## src/sv/sra_pkg.sv

```systemverilog
// ----------------------------------------------------------------------------
// sra_pkg: shared types and constants for the spawn rate accumulator
// Holds the transaction structs, the sequencer states, the remainder unit
// handshake structs and the fixed field widths.
// ----------------------------------------------------------------------------
package sra_pkg;

	localparam int BURST_SLOTS_DEF = 4;

	localparam int CMD_W     = 1;
	localparam int TIME_W    = 32;
	localparam int RATE_W    = 32;
	localparam int POOL_W    = 16;
	localparam int BURSTS_W  = 3;
	localparam int SLOT_W    = 64;
	localparam int COUNT_W   = 16;
	localparam int FRAC_W    = 16;
	localparam int CFG_IDX_W = 3;
	localparam int CFG_W     = 64;

	// Accumulator: fraction + (product >> 16) + up to four 32-bit counts.
	localparam int ACC_W     = 49;
	localparam int WHOLE_W   = ACC_W - FRAC_W;

	// Radix-4 multiply: two multiplier bits per step.
	localparam int MUL_STEPS = RATE_W / 2;
	localparam int STEP_W    = $clog2(MUL_STEPS);

	// Remainder unit: dividend is ring offset plus count.
	localparam int DIVIDEND_W = POOL_W + 1;
	localparam int MOD_CNT_W  = $clog2(DIVIDEND_W + 1);

	// Configuration register indexes.
	localparam logic [CFG_IDX_W-1:0] REG_DYNAMIC_ENABLE = 3'd0;
	localparam logic [CFG_IDX_W-1:0] REG_SPAWN_RATE     = 3'd1;
	localparam logic [CFG_IDX_W-1:0] REG_POOL_SIZE      = 3'd2;
	localparam logic [CFG_IDX_W-1:0] REG_BURSTS_IN_USE  = 3'd3;
	localparam logic [CFG_IDX_W-1:0] REG_BURST_SLOT_0   = 3'd4;

	// Input commands.
	localparam logic [CMD_W-1:0] CMD_TICK    = 1'b0;
	localparam logic [CMD_W-1:0] CMD_RESTART = 1'b1;

	typedef struct packed {
		logic [CMD_W-1:0]  command;
		logic [TIME_W-1:0] delta_time;
	} sra_tick_t;

	typedef struct packed {
		logic [COUNT_W-1:0] spawn_count;
		logic [POOL_W-1:0]  spawn_start;
		logic [POOL_W-1:0]  next_start;
		logic               count_saturated;
	} sra_result_t;

	typedef enum logic [2:0] {
		ST_IDLE,
		ST_MUL,
		ST_ACC,
		ST_BURST,
		ST_SAT,
		ST_MOD,
		ST_DONE
	} sra_state_t;

	typedef struct packed {
		logic start;
	} sra_mod_ctl_t;

	typedef struct packed {
		logic done;
	} sra_mod_status_t;

endpackage

```

## src/sv/spawn_rate_accumulator.sv

```systemverilog
// ----------------------------------------------------------------------------
// spawn_rate_accumulator: fractional spawn rate accumulator with timed bursts
// Per-frame tick in, spawn count and ring offsets out; time and rate in UQ16.16.
// ----------------------------------------------------------------------------
// A tick transaction with dynamic mode on passes through these steps from
// accept to a valid result: the radix-4 shift-add multiplier (delta_time
// times spawn_rate, two rate bits per cycle), a fold of the product into
// the accumulator, a scan of the burst slots (BURST_SLOTS) for the
// start-time compare and count add, a state that saturates the count and
// launches the remainder unit, the bit-serial remainder unit that wraps
// the ring offset by pool_size, and a state that loads the output register.
// The input opens again once the sequencer is back in idle. A restart, or
// a tick while dynamic mode is off, goes straight from accept to the
// output register load. The block accepts one transaction at a time
// (tick_ready is high only when the sequencer is idle). The result sits
// in an output register, so the next tick can be accepted while the
// previous result still waits on result_ready. A transaction that
// finishes while that register is still full holds until the register
// drains. Configuration writes must only be issued while no transaction
// is in flight.
// ----------------------------------------------------------------------------
module spawn_rate_accumulator #(
	parameter int BURST_SLOTS = sra_pkg::BURST_SLOTS_DEF
) (
	input  logic                           clk,
	input  logic                           arst_n,
	input  logic                           tick_valid,
	output logic                           tick_ready,
	input  sra_pkg::sra_tick_t             tick,
	output logic                           result_valid,
	input  logic                           result_ready,
	output sra_pkg::sra_result_t           result,
	input  logic                           cfg_wen,
	input  logic [sra_pkg::CFG_IDX_W-1:0]  cfg_idx,
	input  logic [sra_pkg::CFG_W-1:0]      cfg_wdata
);
	import sra_pkg::*;

	localparam int BIDX_W = (BURST_SLOTS > 1) ? $clog2(BURST_SLOTS) : 1;

	// Configuration registers.
	logic                  dyn_en_q;
	logic [RATE_W-1:0]     rate_q;
	logic [POOL_W-1:0]     pool_q;
	logic [BURSTS_W-1:0]   bursts_q;
	logic [SLOT_W-1:0]     slot_q [BURST_SLOTS];

	// Block state.
	logic [TIME_W-1:0]      elapsed_q;
	logic [FRAC_W-1:0]      frac_q;
	logic [BURST_SLOTS-1:0] fired_q;
	logic [POOL_W-1:0]      ring_q;

	// Per-transaction working registers.
	sra_state_t          state_q, state_d;
	logic [STEP_W-1:0]   step_q;
	logic [TIME_W-1:0]   delta_q;
	logic [TIME_W-1:0]   prod_hi_q;
	logic [RATE_W-1:0]   prod_lo_q;
	logic [ACC_W-1:0]    acc_q;
	logic [COUNT_W-1:0]  count_q;
	logic [POOL_W-1:0]   next_q;
	logic                sat_q;

	// Output register.
	logic                result_valid_q;
	sra_result_t         result_q;

	// Handshake and control decode.
	logic                tick_acc;
	logic                live_tick;
	logic                mul_last;
	logic                burst_last;
	logic                load_result;
	sra_mod_ctl_t        mod_ctl;
	sra_mod_status_t     mod_status;

	// Datapath wires.
	logic [TIME_W:0]      elapsed_sum;
	logic [TIME_W+1:0]    partial;
	logic [TIME_W+1:0]    prod_step;
	logic [BIDX_W-1:0]    bidx;
	logic [SLOT_W-1:0]    bslot;
	logic                 bhit;
	logic [WHOLE_W-1:0]   whole;
	logic [COUNT_W-1:0]   count_sat;
	logic                 whole_ovf;
	logic [DIVIDEND_W-1:0] dividend;
	logic [POOL_W-1:0]    pool_eff;
	logic [POOL_W-1:0]    mod_rem;

	assign tick_acc   = tick_valid && tick_ready;
	assign live_tick  = (tick.command == CMD_TICK) && dyn_en_q;
	assign mul_last   = (step_q == STEP_W'(MUL_STEPS - 1));
	assign burst_last = (step_q == STEP_W'(BURST_SLOTS - 1));

	// Next state.
	always_comb begin
		state_d = state_q;
		case (state_q)
			ST_IDLE: begin
				if (tick_acc) begin
					state_d = live_tick ? ST_MUL : ST_DONE;
				end
			end
			ST_MUL: begin
				if (mul_last) begin
					state_d = ST_ACC;
				end
			end
			ST_ACC:   state_d = ST_BURST;
			ST_BURST: begin
				if (burst_last) begin
					state_d = ST_SAT;
				end
			end
			ST_SAT:   state_d = ST_MOD;
			ST_MOD: begin
				if (mod_status.done) begin
					state_d = ST_DONE;
				end
			end
			ST_DONE: begin
				if (load_result) begin
					state_d = ST_IDLE;
				end
			end
			default:  state_d = ST_IDLE;
		endcase
	end

	// Sequencer outputs.
	always_comb begin
		tick_ready    = 1'b0;
		mod_ctl.start = 1'b0;
		load_result   = 1'b0;
		case (state_q)
			ST_IDLE: tick_ready    = 1'b1;
			ST_SAT:  mod_ctl.start = 1'b1;
			ST_DONE: load_result   = !result_valid_q || result_ready;
			default: begin
			end
		endcase
	end

	always_ff @(posedge clk or negedge arst_n) begin
		if (!arst_n) begin
			state_q <= ST_IDLE;
		end else begin
			state_q <= state_d;
		end
	end

	// Configuration writes; indexes past the last burst slot are dropped.
	always_ff @(posedge clk or negedge arst_n) begin
		if (!arst_n) begin
			dyn_en_q <= 1'b0;
			rate_q   <= '0;
			pool_q   <= POOL_W'(1);
			bursts_q <= '0;
			for (int i = 0; i < BURST_SLOTS; i++) begin
				slot_q[i] <= '0;
			end
		end else if (cfg_wen) begin
			case (cfg_idx)
				REG_DYNAMIC_ENABLE: dyn_en_q <= cfg_wdata[0];
				REG_SPAWN_RATE:     rate_q   <= cfg_wdata[RATE_W-1:0];
				REG_POOL_SIZE:      pool_q   <= cfg_wdata[POOL_W-1:0];
				REG_BURSTS_IN_USE:  bursts_q <= cfg_wdata[BURSTS_W-1:0];
				default: begin
					for (int i = 0; i < BURST_SLOTS; i++) begin
						if (cfg_idx == CFG_IDX_W'(int'(REG_BURST_SLOT_0) + i)) begin
							slot_q[i] <= cfg_wdata;
						end
					end
				end
			endcase
		end
	end

	// Elapsed time saturates at all ones.
	assign elapsed_sum = {1'b0, elapsed_q} + {1'b0, tick.delta_time};

	// Radix-4 multiply step: add digit times delta to the high half, shift by two.
	always_comb begin
		partial   = ({(TIME_W+2){prod_lo_q[0]}} & {2'b00, delta_q})
			+ ({(TIME_W+2){prod_lo_q[1]}} & {1'b0, delta_q, 1'b0});
		prod_step = {2'b00, prod_hi_q} + partial;
	end

	// Burst scan: one slot per cycle, fire if active, unfired and already due.
	assign bidx  = step_q[BIDX_W-1:0];
	assign bslot = slot_q[bidx];
	assign bhit  = ({{(BURSTS_W-BIDX_W){1'b0}}, bidx} < bursts_q) && !fired_q[bidx]
		&& (bslot[SLOT_W-1:TIME_W] < elapsed_q);

	// Whole part saturates at the count width; the fraction is kept.
	assign whole     = acc_q[ACC_W-1:FRAC_W];
	assign whole_ovf = |whole[WHOLE_W-1:COUNT_W];
	assign count_sat = whole_ovf ? {COUNT_W{1'b1}} : whole[COUNT_W-1:0];
	assign dividend  = {1'b0, ring_q} + {1'b0, count_sat};
	assign pool_eff  = (pool_q == '0) ? POOL_W'(1) : pool_q;

	sra_mod u_mod (
		.clk       (clk),
		.arst_n    (arst_n),
		.ctl       (mod_ctl),
		.dividend  (dividend),
		.divisor   (pool_eff),
		.status    (mod_status),
		.remainder (mod_rem)
	);

	// Control state: time, fraction, fired marks, ring offset, step counter.
	always_ff @(posedge clk or negedge arst_n) begin
		if (!arst_n) begin
			elapsed_q <= '0;
			frac_q    <= '0;
			fired_q   <= '0;
			ring_q    <= '0;
			step_q    <= '0;
		end else begin
			case (state_q)
				ST_IDLE: begin
					step_q <= '0;
					if (tick_acc) begin
						if (tick.command == CMD_RESTART) begin
							elapsed_q <= '0;
							frac_q    <= '0;
							fired_q   <= '0;
						end else if (dyn_en_q) begin
							elapsed_q <= elapsed_sum[TIME_W] ? {TIME_W{1'b1}}
								: elapsed_sum[TIME_W-1:0];
						end
					end
				end
				ST_MUL: begin
					step_q <= mul_last ? '0 : step_q + 1'b1;
				end
				ST_BURST: begin
					step_q <= step_q + 1'b1;
					if (bhit) begin
						fired_q[bidx] <= 1'b1;
					end
				end
				ST_SAT: begin
					frac_q <= acc_q[FRAC_W-1:0];
				end
				ST_DONE: begin
					if (load_result) begin
						ring_q <= next_q;
					end
				end
				default: begin
				end
			endcase
		end
	end

	// Working payload registers.
	always_ff @(posedge clk) begin
		case (state_q)
			ST_IDLE: begin
				if (tick_acc) begin
					delta_q   <= tick.delta_time;
					prod_hi_q <= '0;
					prod_lo_q <= rate_q;
					acc_q     <= {{(ACC_W-FRAC_W){1'b0}}, frac_q};
					count_q   <= '0;
					next_q    <= ring_q;
					sat_q     <= live_tick && elapsed_sum[TIME_W];
				end
			end
			ST_MUL: begin
				prod_hi_q <= prod_step[TIME_W+1:2];
				prod_lo_q <= {prod_step[1:0], prod_lo_q[RATE_W-1:2]};
			end
			ST_ACC: begin
				// Fold in the product floored to 16 fraction bits.
				acc_q <= acc_q + {1'b0, prod_hi_q, prod_lo_q[RATE_W-1:FRAC_W]};
			end
			ST_BURST: begin
				if (bhit) begin
					acc_q <= acc_q + {{(ACC_W-TIME_W){1'b0}}, bslot[TIME_W-1:0]};
				end
			end
			ST_SAT: begin
				count_q <= count_sat;
				sat_q   <= sat_q || whole_ovf;
			end
			ST_MOD: begin
				if (mod_status.done) begin
					next_q <= mod_rem;
				end
			end
			default: begin
			end
		endcase
	end

	// Output register: hold the result until result_ready takes it.
	always_ff @(posedge clk or negedge arst_n) begin
		if (!arst_n) begin
			result_valid_q <= 1'b0;
		end else if (load_result) begin
			result_valid_q <= 1'b1;
		end else if (result_ready) begin
			result_valid_q <= 1'b0;
		end
	end

	always_ff @(posedge clk) begin
		if (load_result) begin
			result_q.spawn_count     <= count_q;
			result_q.spawn_start     <= ring_q;
			result_q.next_start      <= next_q;
			result_q.count_saturated <= sat_q;
		end
	end

	assign result_valid = result_valid_q;
	assign result       = result_q;

endmodule

```

## src/sv/sra_mod.sv

```systemverilog
// ----------------------------------------------------------------------------
// sra_mod: iterative remainder unit
// Restoring remainder, one dividend bit per cycle; a done pulse flags the
// cycle in which the remainder is valid.
// ----------------------------------------------------------------------------
module sra_mod (
	input  logic                               clk,
	input  logic                               arst_n,
	input  sra_pkg::sra_mod_ctl_t              ctl,
	input  logic [sra_pkg::DIVIDEND_W-1:0]     dividend,
	input  logic [sra_pkg::POOL_W-1:0]         divisor,
	output sra_pkg::sra_mod_status_t           status,
	output logic [sra_pkg::POOL_W-1:0]         remainder
);
	import sra_pkg::*;

	logic [MOD_CNT_W-1:0]  cnt_q;
	logic                  done_q;
	logic [DIVIDEND_W-1:0] x_q;
	logic [POOL_W-1:0]     div_q;
	logic [POOL_W-1:0]     rem_q;
	logic [POOL_W:0]       trial;
	logic [POOL_W:0]       reduced;

	always_comb begin
		trial = {rem_q, x_q[DIVIDEND_W-1]};
		if (trial >= {1'b0, div_q}) begin
			reduced = trial - {1'b0, div_q};
		end else begin
			reduced = trial;
		end
	end

	always_ff @(posedge clk or negedge arst_n) begin
		if (!arst_n) begin
			cnt_q  <= '0;
			done_q <= 1'b0;
		end else begin
			done_q <= 1'b0;
			if (ctl.start) begin
				cnt_q <= MOD_CNT_W'(DIVIDEND_W);
			end else if (cnt_q != '0) begin
				cnt_q <= cnt_q - 1'b1;
				if (cnt_q == MOD_CNT_W'(1)) begin
					done_q <= 1'b1;
				end
			end
		end
	end

	always_ff @(posedge clk) begin
		if (ctl.start) begin
			x_q   <= dividend;
			div_q <= divisor;
			rem_q <= '0;
		end else if (cnt_q != '0) begin
			x_q   <= {x_q[DIVIDEND_W-2:0], 1'b0};
			rem_q <= reduced[POOL_W-1:0];
		end
	end

	assign status.done = done_q;
	assign remainder   = rem_q;

endmodule

```

## config.mk

```make
export PLATFORM = sky130hd
export DESIGN_NAME = spawn_rate_accumulator
export DESIGN_NICKNAME = d
export VERILOG_FILES = /design/src/sv/sra_pkg.sv /design/src/sv/spawn_rate_accumulator.sv /design/src/sv/sra_mod.sv
export SDC_FILE = /design/constraint.sdc
export NUM_CORES = 1
export LEC_CHECK = 0
export ABC_CLOCK_PERIOD_IN_PS = 7800
export BUFFER_PORTS_ARGS = -buffer_cell sky130_fd_sc_hd__buf_4
export CELL_PAD_IN_SITES_DETAIL_PLACEMENT = 1
export CELL_PAD_IN_SITES_GLOBAL_PLACEMENT = 1
export CORE_AREA = 5 5 288 290
export CTS_BUF_LIST = sky130_fd_sc_hd__clkbuf_16
export DETAILED_ROUTE_END_ITERATION = 8
export DIE_AREA = 0 0 293 295
export GPL_TIMING_DRIVEN = 0
export MAX_ROUTING_LAYER = met4
export PLACE_DENSITY = 0.86
export SYNTH_ARGS = -nofsm -noshare
export SYNTH_HDL_FRONTEND = slang
export SYNTH_SLANG_ARGS = --single-unit
```

## constraint.sdc

```tcl
create_clock -name clk -period 7.8 [get_ports clk]
set_input_delay 0.78 -clock clk [delete_from_list [all_inputs] [get_ports clk]]
set_output_delay 0.78 -clock clk [all_outputs]
set_load 0.01 [all_outputs]
```

Word-level counts from Yosys, hierarchy flattened
Cells that the tools add are included.
{"block": "op_classes", "eq_ne": 23, "mul": 0, "mux": 54, "reduce_logical": 43, "bitwise_logic": 6, "div_mod_pow": 0, "n_addsub": 9, "shift": 0, "n_lt_le_gt_ge": 6}
{"cell": "32-bit two-way mux", "n": 5}
{"cell": "49-bit one-hot mux with 3 select lines", "n": 1}
{"cell": "64-bit binary-select mux with 2-bit select", "n": 1}
{"cell": "64-bit two-way mux", "n": 2}
{"cell": "32-bit one-hot mux with 2 select lines", "n": 2}
{"cell": "16-bit two-way mux", "n": 7}
{"cell": "49-bit two-way mux", "n": 2}
{"cell": "16-bit one-hot mux with 2 select lines", "n": 3}
{"cell": "49-bit by 32-bit adder with 49-bit output", "n": 1}
{"cell": "49-bit by 48-bit adder with 49-bit output", "n": 1}
{"cell": "32-bit by 34-bit adder with 34-bit output", "n": 1}
{"cell": "34-bit adder", "n": 1}
{"cell": "34-bit by 32-bit bitwise AND with 34-bit output", "n": 1}
{"cell": "34-bit by 33-bit bitwise AND with 34-bit output", "n": 1}
{"cell": "17-bit two-way mux", "n": 2}
{"cell": "32-bit by 32-bit adder with 33-bit output", "n": 1}
{"cell": "32-bit less-than comparator", "n": 1}
{"cell": "3-bit AND reduction", "n": 8}
{"cell": "3-bit == test, second input constant", "n": 7}
{"cell": "3-bit one-hot mux with 7 select lines", "n": 1}
{"cell": "3-bit two-way mux", "n": 6}
{"cell": "16-bit by 16-bit adder with 17-bit output", "n": 1}
{"cell": "17-bit by 16-bit >= comparator with 1-bit output", "n": 1}
{"cell": "17-bit OR reduction", "n": 1}
{"cell": "other kinds (37)", "n": 83}
{"block": "word_totals", "n_memories": 0, "ramBits": 0, "in_bits": 105, "latchBits": 0, "register_bits": 666, "romBits": 0, "out_inout_bits": 51, "word_cells": 172}

Depth between registers and ports, before layout
Gate-level depths: netlist of run 1.
{"block": "depth", "ltp_word": 8, "ltp_mapped": 19, "mapped_depth_nobuf": 17}

Hierarchy
Synthesis of run 1 repeated with hierarchy kept, for this count alone.
{"block": "unflattened", "cells_unflattened": 2990, "area_unflattened_um2": 35866.9}
{"mod": "spawn_rate_accumulator", "seq_area_each_um2": 16427.0, "area_per_inst_um2": 32715.1, "cells_per_inst": 2689, "n_inst": 1}
{"mod": "sra_mod", "seq_area_each_um2": 1461.4, "area_per_inst_um2": 3151.8, "cells_per_inst": 301, "n_inst": 1}

Least setup slack after synthesis of run 1
Ideal clock, no wire load.
{"block": "synth_timing", "kind": "reg-to-reg", "from": "reg step_q[0]", "to": "reg acc_q[0] (enable)", "arrival_time_ns": 7.351, "slack_ns": -0.080, "stages_incl_launch_ff": 15, "required_ns": 7.271, "setup_time_ns": 0.529, "path_cell_list": "dfrtp_1 buf_1 buf_1 mux4_2 ha_1 a21o_1 a21o_1 a21o_1 a211o_1 a31o_2 nor4_1 nor2_1 nand2b_1 nand3_1 a211oi_1"}
{"block": "synth_between", "elab_chain_len": 8}
{"element": "start, declared", "line_no": "spawn_rate_accumulator.sv:56", "rtl": "logic [STEP_W-1:0] step_q;"}
{"element": "start signal, assigned", "line_no": "spawn_rate_accumulator.sv:238", "rtl": "step_q <= mul_last ? '0 : step_q + 1'b1;"}
{"element": "start signal, assigned", "line_no": "spawn_rate_accumulator.sv:241", "rtl": "step_q <= step_q + 1'b1;"}
{"element": "2-bit inverter with 3-bit output (implied by the code)", "line_no": "spawn_rate_accumulator.sv:193", "rtl": "assign bslot = slot_q[bidx];"}
{"element": "64-bit binary-select mux with 2-bit select", "line_no": "spawn_rate_accumulator.sv:193"}
{"element": "64-bit two-way mux (implied by the code) (2 in a row)", "line_no": "spawn_rate_accumulator.sv:193"}
{"element": "32-bit less-than comparator", "line_no": "spawn_rate_accumulator.sv:195", "rtl": "&& (bslot[SLOT_W-1:TIME_W] < elapsed_q);"}
{"element": "1-bit logical AND *", "line_no": "spawn_rate_accumulator.sv:195"}
{"element": "2-bit inequality test (no source line) *"}
{"element": "3-bit AND reduction (no source line) *"}
{"element": "end signal, assigned", "line_no": "spawn_rate_accumulator.sv:268", "rtl": "acc_q <= {{(ACC_W-FRAC_W){1'b0}}, frac_q};"}
{"element": "end signal, assigned", "line_no": "spawn_rate_accumulator.sv:280", "rtl": "acc_q <= acc_q + {1'b0, prod_hi_q, prod_lo_q[RATE_W-1:FRAC_W]};"}
{"element": "end signal, assigned", "line_no": "spawn_rate_accumulator.sv:284", "rtl": "acc_q <= acc_q + {{(ACC_W-TIME_W){1'b0}}, bslot[TIME_W-1:0]};"}
{"element": "end, declared", "line_no": "spawn_rate_accumulator.sv:60", "rtl": "logic [ACC_W-1:0] acc_q;"}
Mark *: on every way between the ends. The rest lies on a longest branch, timed or not. The select of a mux whose other input is x is not followed.
A chain may end at the register's enable or synchronous reset.

Worst setup path after layout of run 1
{"block": "layout_timing", "from": "reg step_q[0]", "to": "reg acc_q[9] (enable)"}
The elaborated chain is that of the path after synthesis.

==> results_dict.tcl, run 1 <==
set metrics [dict create \
    status "complete, no violations" \
    die_h_um 295 \
    crit_chain "buf_1, buf_1, mux4_2, ha_1, a21o_1, a21o_1, a21o_1, a211o_1, a31o_2, nor4_1, nor2_1, nand2b_1, nand3_1, a211oi_4, buf_6, buf_8" \
    seqCellArea_um2 17890 \
    synth_top_area_cell "dfrtp_1" \
    synthTopCellsByArea "dfrtp_1 (27%), edfxtp_1 (22%), mux2_2 (11%)" \
    io_pins 156 \
    port_buffers 152 \
    path_common_cell "a21o_1" \
    clkPwrFrac 0.196 \
    vias 25920 \
    end_kind "register" \
    fin_area_um2 41150 \
    slew_violations 0 \
    final_cells 4440 \
    synth-edff-count 260 \
    postPlaceCellArea_um2 38470 \
    synth_common_cells "nand2_1 (397), dfrtp_1 (389), mux2_2 (343)" \
    crit_arrival_ns 7.34 \
    cts.sink_count 666 \
    dp_cells 4292 \
    grt_pass1_wl_mm 168.7 \
    setup_viol 0 \
    synth_flop_cell "dfrtp_1" \
    p_comb_frac 0.501 \
    worstSetupPathType "register to register" \
    dp_hpwl_mm 77.72 \
    tns_ns 0 \
    grt_setup_unrepaired "false" \
    clock_skew_ns 0.03595 \
    yosysTopAreaCellShare 0.2720 \
    cts-root-buf "clkbuf_16" \
    nFillCells 8306 \
    crit_path_start_kind "register" \
    postSynthCellCount 3071 \
    numCtsBuffers 75 \
    synth_nets 3396 \
    core_um2 80030 \
    tritoncts "yes" \
    syn_avg_cell_area_um2 11.65 \
    yosysSeqAreaShare 0.4999 \
    grt_overflow_total 0 \
    synth_cell_types 87 \
    cp_slowest_stage_delay_ns 0.87 \
    max_freq_mhz 142.7 \
    ir_drop_v 0.0002105 \
    final_nets 3634 \
    fp.dieArea_um2 86440 \
    hold_viol 0 \
    internal_power_mw 11.32 \
    swShare 0.4202 \
    post_cts_buffers 0 \
    clkTransAtPathRegs_ns 0.06 \
    seq_power_share 0.302 \
    synthesis.area_um2 35780 \
    dpl_worst_slack_ns 0.8811 \
    clk_latency_ns 0.65 \
    viasPerCell 5.838 \
    gp_congestion 0.9085 \
    p_switching_mw 8.204 \
    maxCapViolCount 0 \
    critPathMaxFanout 20 \
    wirelength_mm 108.2 \
    cts.htree.levels 3 \
    ctsResizeCount 0 \
    std_cell_rows 104 \
    fin_ws_ns 0.7909 \
    fin_crit_sh 0.8986 \
    tightest_slew_ns 1.385 \
    clockBufferDepth 3 \
    fin_util 0.5143 \
    leakage_nw 17.48 \
    total_power_mw 19.52 \
    ys_ff_latch 666 \
    worst-path-buf-inv 4 \
    relSlewSlack 0.07482 \
    hp-class "primary input to async pin" \
    async_flop_share 0.5856 \
    timing.hold.ws_ns 0.07726 \
    cts_hold_buf 0 \
    wl_per_cell_um 24.38 \
    antenna_found_initial 8 \
    worstPathRequired_ns 8.13 \
    synth_most_common_cell "nand2_1" \
    chipWidth_um 293 \
    grt_max_degree 124 \
    grt_pass1_vias 28579 \
    grtUsageTotal 0.2559 \
    drtIter0Drc 1530 \
    first_pass_iters 6 \
    slowest_stage "buf_1" \
    cellPowerDensity_nw_per_um2 474.4 \
    drc 0 \
    initial_core_util 0.4471 \
    cpLargestDelayFamily "buffers and inverters" \
    yosys_warnings 0 \
    final_layout_size_suffix_gt1_frac 0.2246 \
    multi_input_area_um2 16980 \
    layout_min_cycle_time_ns 7.009 \
    syn2layout_area_growth_pct 15.02 \
    ant_nets 0 \
]
state kept, by name (all words and copies together) (netlist names), 16 cells and up:
signal and flops:
acc_q 49, count_q 16, delta_q 32, elapsed_q 32, frac_q 16, next_q 16, pool_q 16, prod_hi_q 32
prod_lo_q 32, rate_q 32, result 49, ring_q 16, slot_q 256, u_mod.div_q 16, u_mod.remainder 16, u_mod.x_q 17
power by group through the flow:
stage | sequential, mW | clock (mW) | combinational, mW
after floorplan | 5.58 | 0 | 6.93
after global placement | 5.84 | 0 | 8.95
after detailed placement | 5.91 | 0 | 9.49
after CTS | 5.89 | 3.87 | 9.71
after global routing | 5.99 | 4.03 | 10.7
final | 5.90 | 3.83 | 9.79
worst register-to-register path, stage by stage (launching register included):
cell	delay, ns
dfrtp_1	0.60
buf_1	0.87
buf_1	0.87
mux4_2	0.62
ha_1	0.33
a21o_1	0.19
a21o_1	0.20
a21o_1	0.23
a211o_1	0.30
a31o_2	0.25
nor4_1	0.47
nor2_1	0.24
nand2b_1	0.14
nand3_1	0.14
a211oi_4	0.77
buf_6	0.26
buf_8	0.20
layout make-up:
class | instances | area share
diodes | 9 | 0.0005472
clock buffers | 77 | 0.04682
clock inverters | 62 | 0.01785
flip-flops and latches | 666 | 0.4347
inverters | 105 | 0.009577
multi-input cells | 2158 | 0.4127
repair buffers | 161 | 0.03235
plain buffers | 142 | 0.01332
well taps | 1060 | 0.03223
routing by layer:
| layer | global-route usage | vias up | part of all wire |
|---|---|---|---|
| met5 | - | - | 0 |
| met1 | 0.3052 | 13261 | 0.40 |
| met3 | 0.03591 | 274 | 0.051 |
| met4 | 0.09663 | 0 | 0.043 |
| li1 | - | 11648 | - |
| met2 | 0.4442 | 737 | 0.51 |
cell usage in the layout (no fill, tap or decap), types with 11 or more instances in the layout:
cell,synthesis,layout
a21oi_1,150,150
o21ai_0,144,143
o21bai_1,13,13
bufinv_16,0,13
nor4_1,15,15
nor3_1,44,44
mux4_2,65,65
or3_1,14,14
clkbuf_1,122,120
clkinv_2,0,14
a211oi_1,21,20
clkbuf_16,0,77
o211ai_1,11,11
a31oi_1,20,20
nor2_1,125,125
a22o_1,19,19
o31ai_1,14,14
or2_2,23,23
ha_1,184,184
o21a_1,20,20
nand2_1,397,396
dfxtp_1,16,16
buf_4,0,151
inv_1,103,112
nand3_1,43,43
and3_1,14,14
fa_1,36,36
edfxtp_1,260,260
nand2b_1,22,22
xor2_1,38,38
nor2b_1,20,20
mux2_2,343,343
xnor2_1,60,60
nand4_1,19,19
dfrtp_1,389,389
and2_1,97,97
a21o_1,66,66
cells by family after synthesis:
| family | count (synthesis) | synth area share |
|---|---|---|
| flip-flops | 666 | 0.4999 |
| XOR/XNOR | 98 | 0.02399 |
| multiplexers | 411 | 0.1497 |
| adder cells (fa/ha/maj) | 220 | 0.08448 |
| AO/OA/AOI/OAI | 564 | 0.1022 |
| buffers and inverters | 247 | 0.02626 |
| AND/OR/NAND/NOR | 865 | 0.1134 |
final timing paths:
path                       cells after the start        start          to  slack (ns)
setup / recovery                              16    step_q[0]    acc_q[9]        0.79
hold / removal                                 1       arst_n  slot_q[56]        0.08
setup reg to reg                              16    step_q[0]    acc_q[9]        0.79
hold reg to reg                                0  count_q[14]  result[47]        0.42
max in group asynchronous                      3       arst_n  slot_q[10]        6.16
min in group clk                               1      tick[5]  delta_q[5]        0.33
Power figures use the tool's default switching activity.
==> inputs of run 2 (changes only) <==
--- a/config.mk
+++ b/config.mk
@@ -5,14 +5,14 @@
 export SDC_FILE = /design/constraint.sdc
 export NUM_CORES = 1
 export LEC_CHECK = 0
-export ABC_CLOCK_PERIOD_IN_PS = 7800
+export ABC_CLOCK_PERIOD_IN_PS = 5900
 export BUFFER_PORTS_ARGS = -buffer_cell sky130_fd_sc_hd__buf_4
 export CELL_PAD_IN_SITES_DETAIL_PLACEMENT = 1
 export CELL_PAD_IN_SITES_GLOBAL_PLACEMENT = 1
-export CORE_AREA = 5 5 288 290
+export CORE_AREA = 5 5 206 407
 export CTS_BUF_LIST = sky130_fd_sc_hd__clkbuf_16
 export DETAILED_ROUTE_END_ITERATION = 8
-export DIE_AREA = 0 0 293 295
+export DIE_AREA = 0 0 211 412
 export GPL_TIMING_DRIVEN = 0
 export MAX_ROUTING_LAYER = met4
 export PLACE_DENSITY = 0.86
==> constraint.sdc (replaced) <==
create_clock -name clk -period 5.9 [get_ports clk]
set_input_delay 0.59 -clock clk [delete_from_list [all_inputs] [get_ports clk]]
set_output_delay 0.59 -clock clk [all_outputs]
set_load 0.01 [all_outputs]
==> run 2 against run 1 <==
  * First-iteration DRC count shrank 20%
  * Global-route usage increased by 0.52 points
  * Hold slack gained 0.023 ns
  * Routed wire length increased by 3.0%
  * Clock power is 5% higher
  * Setup slack worse by 0.73 ns
  * Sequential share of layout area increased by 0.68 points
  * Flip-flop and latch count is the same
  * Register-to-register slack worse by 0.73 ns
  * Die area grew 0.57%
  * Cell count shrank 0.95%
  * Final area is 1.5% lower
  * Critical path type unchanged
==> results_dict.tcl, run 2 (synthesis gave the netlist of run 1 again) <==
set metrics [dict create \
    end_kind "register" \
    dp_cells 4274 \
    cts.sink_count 666 \
    relSlewSlack 0.07706 \
    maxCapViolCount 0 \
    drtIter0Drc 1222 \
    dpl_worst_slack_ns -0.8963 \
    timing.hold.ws_ns 0.1007 \
    io_pins 156 \
    worstSetupPathType "register to register" \
    port_buffers 152 \
    final_layout_size_suffix_gt1_frac 0.2229 \
    grtUsageTotal 0.2611 \
    wl_per_cell_um 25.34 \
    grt_max_degree 119 \
    timing.rr.end "acc_q[32]" \
    largest_reg_flops 256 \
    top_register "slot_q" \
    crit_arrival_ns 6.17 \
    fp.dieArea_um2 86930 \
    clk_latency_ns 0.68 \
    crit_path_start_kind "register" \
    ant_nets 0 \
    ir_drop_v 0.0004293 \
    antenna_found_initial 6 \
    grt_pass1_wl_mm 170.9 \
    cts.htree.levels 2 \
    die_h_um 412 \
    vias 25943 \
    grt_overflow_total 0 \
    clock_skew_ns 0.06344 \
    layout_min_cycle_time_ns 5.841 \
    slew_violations 0 \
    worstPathRequired_ns 6.23 \
    tightest_slew_ns 1.374 \
    final_cells 4398 \
    clkTransAtPathRegs_ns 0.07 \
    grt_setup_unrepaired "false" \
    drc 0 \
    syn2layout_area_growth_pct 13.24 \
    fin_ws_ns 0.05921 \
    status "complete, no violations" \
    core_um2 80190 \
    setup_viol 0 \
    std_cell_rows 147 \
    viasPerCell 5.899 \
    r2r_start "step_q[1]" \
    initial_core_util 0.4462 \
    tns_ns 0 \
    hold_viol 0 \
    cellPowerDensity_nw_per_um2 614.0 \
    fin_crit_sh 0.9900 \
    cts-root-buf "clkbuf_16" \
    clockBufferDepth 3 \
    critPathMaxFanout 16 \
    wirelength_mm 111.4 \
    leakage_nw 17.18 \
    postPlaceCellArea_um2 38420 \
    max_freq_mhz 171.2 \
    grt_pass1_vias 29351 \
    fin_area_um2 40520 \
    r2r_cells 16 \
    crit_end "acc_q[32]" \
    setup.worst_path.start "step_q[1]" \
    first_pass_iters 5 \
    dp_hpwl_mm 84.38 \
    tritoncts "yes" \
    total_power_mw 24.88 \
    r2r_slack_ns 0.06 \
    layout_common_cells "nand2_1 (396), dfrtp_1 (388), mux2_2 (343)" \
    hp-class "primary input to register" \
    final_common_cell "nand2_1" \
    fin_util 0.5053 \
    final_nets 3621 \
    chipWidth_um 211 \
    gp_congestion 0.9566 \
    numCtsBuffers 60 \
]
-- run 2: cell types whose count changed in the layout (fill, tap and decap cells not counted), moves of 3 or more --
cell             previous run  this run
clkbuf_16                  77        60
clkbuf_2                    3        11
buf_1                      10         3
bufinv_16                  13         6
clkinv_1                    9        16
inv_1                     112       106
clkbuf_1                  120       115
buf_4                     151       154
clkdlybuf4s15_2             0         3
-- run 2: cell type report --
| cell class | instances | area [µm²] |
|---|---|---|
| antenna | 8 | 20.02 |
| buffer | 142 | 584.3 |
| clock buffer | 60 | 1501 |
| clock inverter | 53 | 479.2 |
| fill | 8547 | 39670 |
| inverter | 105 | 394.1 |
| multi-input combinational | 2158 | 17000 |
| sequential | 666 | 17890 |
| tap | 1043 | 1305 |
| timing repair buffer | 163 | 1349 |
-- run 2: where the power goes --
part / switching (mW) / internal [mW] / total (mW) / leakage (nW)
sequential: 1.16 / 6.69 / 7.84 / 7.34
combinational: 7.70 / 5.31 / 13.0 / 8.86
clock: 1.89 / 2.14 / 4.03 / 0.976
-- run 2: worst max-delay path: stages, from the launching register on --
cell      delay, ns
dfrtp_1        0.73
clkbuf_2       0.53
clkbuf_2       0.39
mux4_2         0.41
ha_1           0.32
a21o_1         0.18
a21o_1         0.18
a21o_1         0.22
a211o_1        0.31
a31o_2         0.28
nor4_1         0.54
nor2_1         0.28
nand2b_1       0.14
nand3_1        0.12
a211oi_4       0.39
buf_8          0.22
buf_8          0.20
-- run 2: routing by layer --
metal | share of wire | routed length, µm | GRT usage | vias up
li1 | - | - | - | 11580
met1 | 0.33 | 36990 | 0.2503 | 13248
met2 | 0.54 | 60410 | 0.4779 | 723
met3 | 0.039 | 4385 | 0.03402 | 392
met4 | 0.087 | 9651 | 0.1813 | 0
met5 | 0 | 0 | - | -
-- run 2: timing repair --
action                                  4_1_cts  5_1_grt
buffers inserted                              1        0
endpoints found under the setup margin       77       38
endpoints found under the hold margin        54        0
resized for setup                            17       11
hold buffers                                  1        0
pin swaps                                     1        0
-- run 2: how the worst min path moves through the flow --
stage | start | end | depth (start not counted)
CTS | tick[29] | delta_q[29] | 1
finish | tick[9] | delta_q[9] | 1
floorplan | arst_n | bursts_q[0] | 0
detailed placement | count_q[1] | result[34] | 0
global placement | count_q[4] | result[37] | 0
global route | tick[28] | delta_q[28] | 1
==> inputs of run 3 (changes only) <==
--- a/config.mk
+++ b/config.mk
@@ -9,13 +9,14 @@
 export BUFFER_PORTS_ARGS = -buffer_cell sky130_fd_sc_hd__buf_4
 export CELL_PAD_IN_SITES_DETAIL_PLACEMENT = 1
 export CELL_PAD_IN_SITES_GLOBAL_PLACEMENT = 1
-export CORE_AREA = 5 5 206 407
+export CORE_AREA = 5 5 206 408
 export CTS_BUF_LIST = sky130_fd_sc_hd__clkbuf_16
 export DETAILED_ROUTE_END_ITERATION = 8
-export DIE_AREA = 0 0 211 412
+export DIE_AREA = 0 0 211 413
 export GPL_TIMING_DRIVEN = 0
 export MAX_ROUTING_LAYER = met4
 export PLACE_DENSITY = 0.86
 export SYNTH_ARGS = -nofsm -noshare
 export SYNTH_HDL_FRONTEND = slang
+export SYNTH_HIERARCHICAL = 1
 export SYNTH_SLANG_ARGS = --single-unit
==> run 3 against run 2 <==
  * Fmax up 1.9%
  * Setup slack better by 0.11 ns
  * Global-route usage down 1.5 points
  * Critical path depth down 1
  * Count of clock-buffer cells in the layout up 2
  * Clock power down 3%
  * Final area about the same
  * Routed wire length down 5.1%
  * Highest routed layer unchanged
  * Core utilization down 0.38 points
==> results_dict.tcl, run 3 <==
set metrics [dict create \
    synth_most_common_cell "dfrtp_1" \
    ir_drop_v 0.0004053 \
    io_pins 156 \
    cts.htree.levels 2 \
    whs_path_depth 1 \
    fin_util 0.5015 \
    tightest_slew_ns 0.9658 \
    antenna_found_initial 5 \
    path_common_cell "a21oi_1" \
    drtIter0Drc 1741 \
    nFillCells 8470 \
    synthTopCellsByArea "dfrtp_1 (27%), edfxtp_1 (22%), mux2_2 (12%)" \
    syn_avg_cell_area_um2 12.00 \
    grt_max_degree 123 \
    max_freq_mhz 174.5 \
    timing.hold.ws_ns 0.1455 \
    viasPerCell 5.881 \
    synth-edff-count 260 \
    vias 25407 \
    multi_input_area_um2 17150 \
    wirelength_mm 105.7 \
    synth_nets 3315 \
    tritoncts "yes" \
    dp_hpwl_mm 78.29 \
    core_um2 80740 \
    r2r_start "step_q[1]" \
    setup.worst_path.start "step_q[1]" \
    status "complete, no violations" \
    crit_arrival_ns 6.06 \
    r2r_slack_ns 0.17 \
    largest_reg_flops 256 \
    clkTransAtPathRegs_ns 0.07 \
    async_flop_share 0.5856 \
    grt_pass1_vias 27594 \
    hold_path_end "delta_q[14]" \
    wl_per_cell_um 24.48 \
    yosysSeqAreaShare 0.4987 \
    synth_flop_cell "dfrtp_1" \
    numCtsBuffers 59 \
    crit_path_start_kind "register" \
    fin_crit_sh 0.9712 \
    leakage_nw 17.14 \
    slowest_stage "clkbuf_1" \
    gp_congestion 0.9028 \
    worstSetupPathType "register to register" \
    seqCellArea_um2 17890 \
    worstPathRequired_ns 6.23 \
    layout_min_cycle_time_ns 5.730 \
    clock_skew_ns 0.01713 \
    grt_overflow_total 0 \
    ant_nets 0 \
    end_kind "register" \
    cellPowerDensity_nw_per_um2 600.8 \
    first_pass_iters 5 \
    crit_chain "clkbuf_1, clkbuf_1, mux4_2, ha_1, a21o_1, a21oi_1, nor2b_1, o21ai_0, a21oi_1, a211oi_1, o221ai_1, a21oi_1, o21ai_0, a21oi_4, buf_4" \
    setup_viol 0 \
    syn2layout_area_growth_pct 12.89 \
    cts.sink_count 666 \
    total_power_mw 24.33 \
    worstHoldStart "tick[14]" \
    maxCapViolCount 0 \
    chipWidth_um 211 \
    layout_common_cells "dfrtp_1 (389), mux2_2 (387), edfxtp_1 (260)" \
    cts-root-buf "clkbuf_16" \
    port_buffers 153 \
    die_h_um 413 \
    hp-class "primary input to register" \
    relSlewSlack 0.3471 \
    grtUsageTotal 0.2463 \
    final_nets 3541 \
    ys_ff_latch 666 \
    yosys_warnings 6 \
    timing.rr.end "acc_q[34]" \
    postSynthCellCount 2990 \
    yosysTopAreaCellShare 0.2714 \
    synth_common_cells "dfrtp_1 (389), mux2_2 (387), edfxtp_1 (260)" \
    std_cell_rows 148 \
    hold_viol 0 \
    fp.dieArea_um2 87140 \
    grt_setup_unrepaired "false" \
    clk_latency_ns 0.65 \
    final_layout_size_suffix_gt1_frac 0.2327 \
    drc 0 \
    final_common_cell "dfrtp_1" \
    r2r_cells 15 \
    synth_cell_types 77 \
    clockBufferDepth 3 \
    top_register "slot_q" \
    synth_top_area_cell "dfrtp_1" \
    slew_violations 0 \
    cp_slowest_stage_delay_ns 0.71 \
    critPathMaxFanout 12 \
    tns_ns 0 \
    grt_pass1_wl_mm 163.8 \
    initial_core_util 0.4442 \
    synthesis.area_um2 35870 \
]
[run 3: critical path, delay by kind of cell (launching register included)]
kind	cells	cell delay, ns
flip-flops	1	0.60
adder cells (fa/ha/maj)	1	0.32
multiplexers	1	0.44
buffers and inverters	3	1.59
AO/OA/AOI/OAI	9	2.38
AND/OR/NAND/NOR	1	0.06
[run 3: logic make-up (layout without fill, tap and decap cells)]
| family | after synthesis | count (layout) | synth area share |
|---|---|---|---|
| buffers and inverters | 230 | 505 | 0.02480 |
| adders and majority gates | 220 | 220 | 0.08428 |
| DFF | 666 | 666 | 0.4987 |
| xor gates and xnor gates | 118 | 118 | 0.02881 |
| and+or+nand+nor | 752 | 752 | 0.09973 |
| other | 0 | 4 | 0 |
| muxes | 463 | 463 | 0.1654 |
| AOI/OAI and AO/OA | 541 | 542 | 0.09824 |
[run 3: how the worst max path moves through the flow]
stage	end	slack (ns)	cells past startpoint
finish	acc_q[34]	0.17	15
global route	acc_q[38]	0.01	16
CTS	acc_q[48]	0.01	15
detailed placement	acc_q[26]	-1.37	16
global placement	acc_q[27]	-1.63	15
floorplan	acc_q[0]	0.42	15
[run 3: report_power, final]
group,switching [mW],leakage [nW],internal [mW]
Clock,1.82,0.977,2.08
Combinational,7.26,8.79,5.30
Sequential,1.14,7.37,6.73
Total,10.2,17.1,14.1
[run 3: metal layers]
layer	routed length (µm)	global-route usage
met4	3827	0.08032
met3	5064	0.03212
met2	52140	0.4064
met5	0	-
met1	44710	0.3165
[run 3: repair_timing]
item                                    CTS  global route
endpoints found under the setup margin   60            47
buffers inserted                          4             0
hold buffers                              1             0
pin swaps                                 2             0
endpoints found under the hold margin    62             0
gates cloned                              1             0
resized for setup                         9            13
[run 3: metrics by stage]
step	std cells	worst slack [ns]	instance area [µm²]
floorplan	2990	0.4196	35880
global placement	4193	-1.631	38340
detailed placement	4199	-1.371	38490
CTS	4316	0.01304	40470
global route	4320	0.009880	40490
finish	4320	0.1698	40490
[run 3: final cells by class]
type / count / area share
sequential: 666 / 0.4418
multi-input combinational: 2095 / 0.4235
clock buffer: 62 / 0.03832
timing repair buffer: 164 / 0.03275
tap: 1050 / 0.03245
buffer: 130 / 0.01319
inverter: 100 / 0.009270
clock inverter: 49 / 0.008529
antenna: 4 / 0.0002472
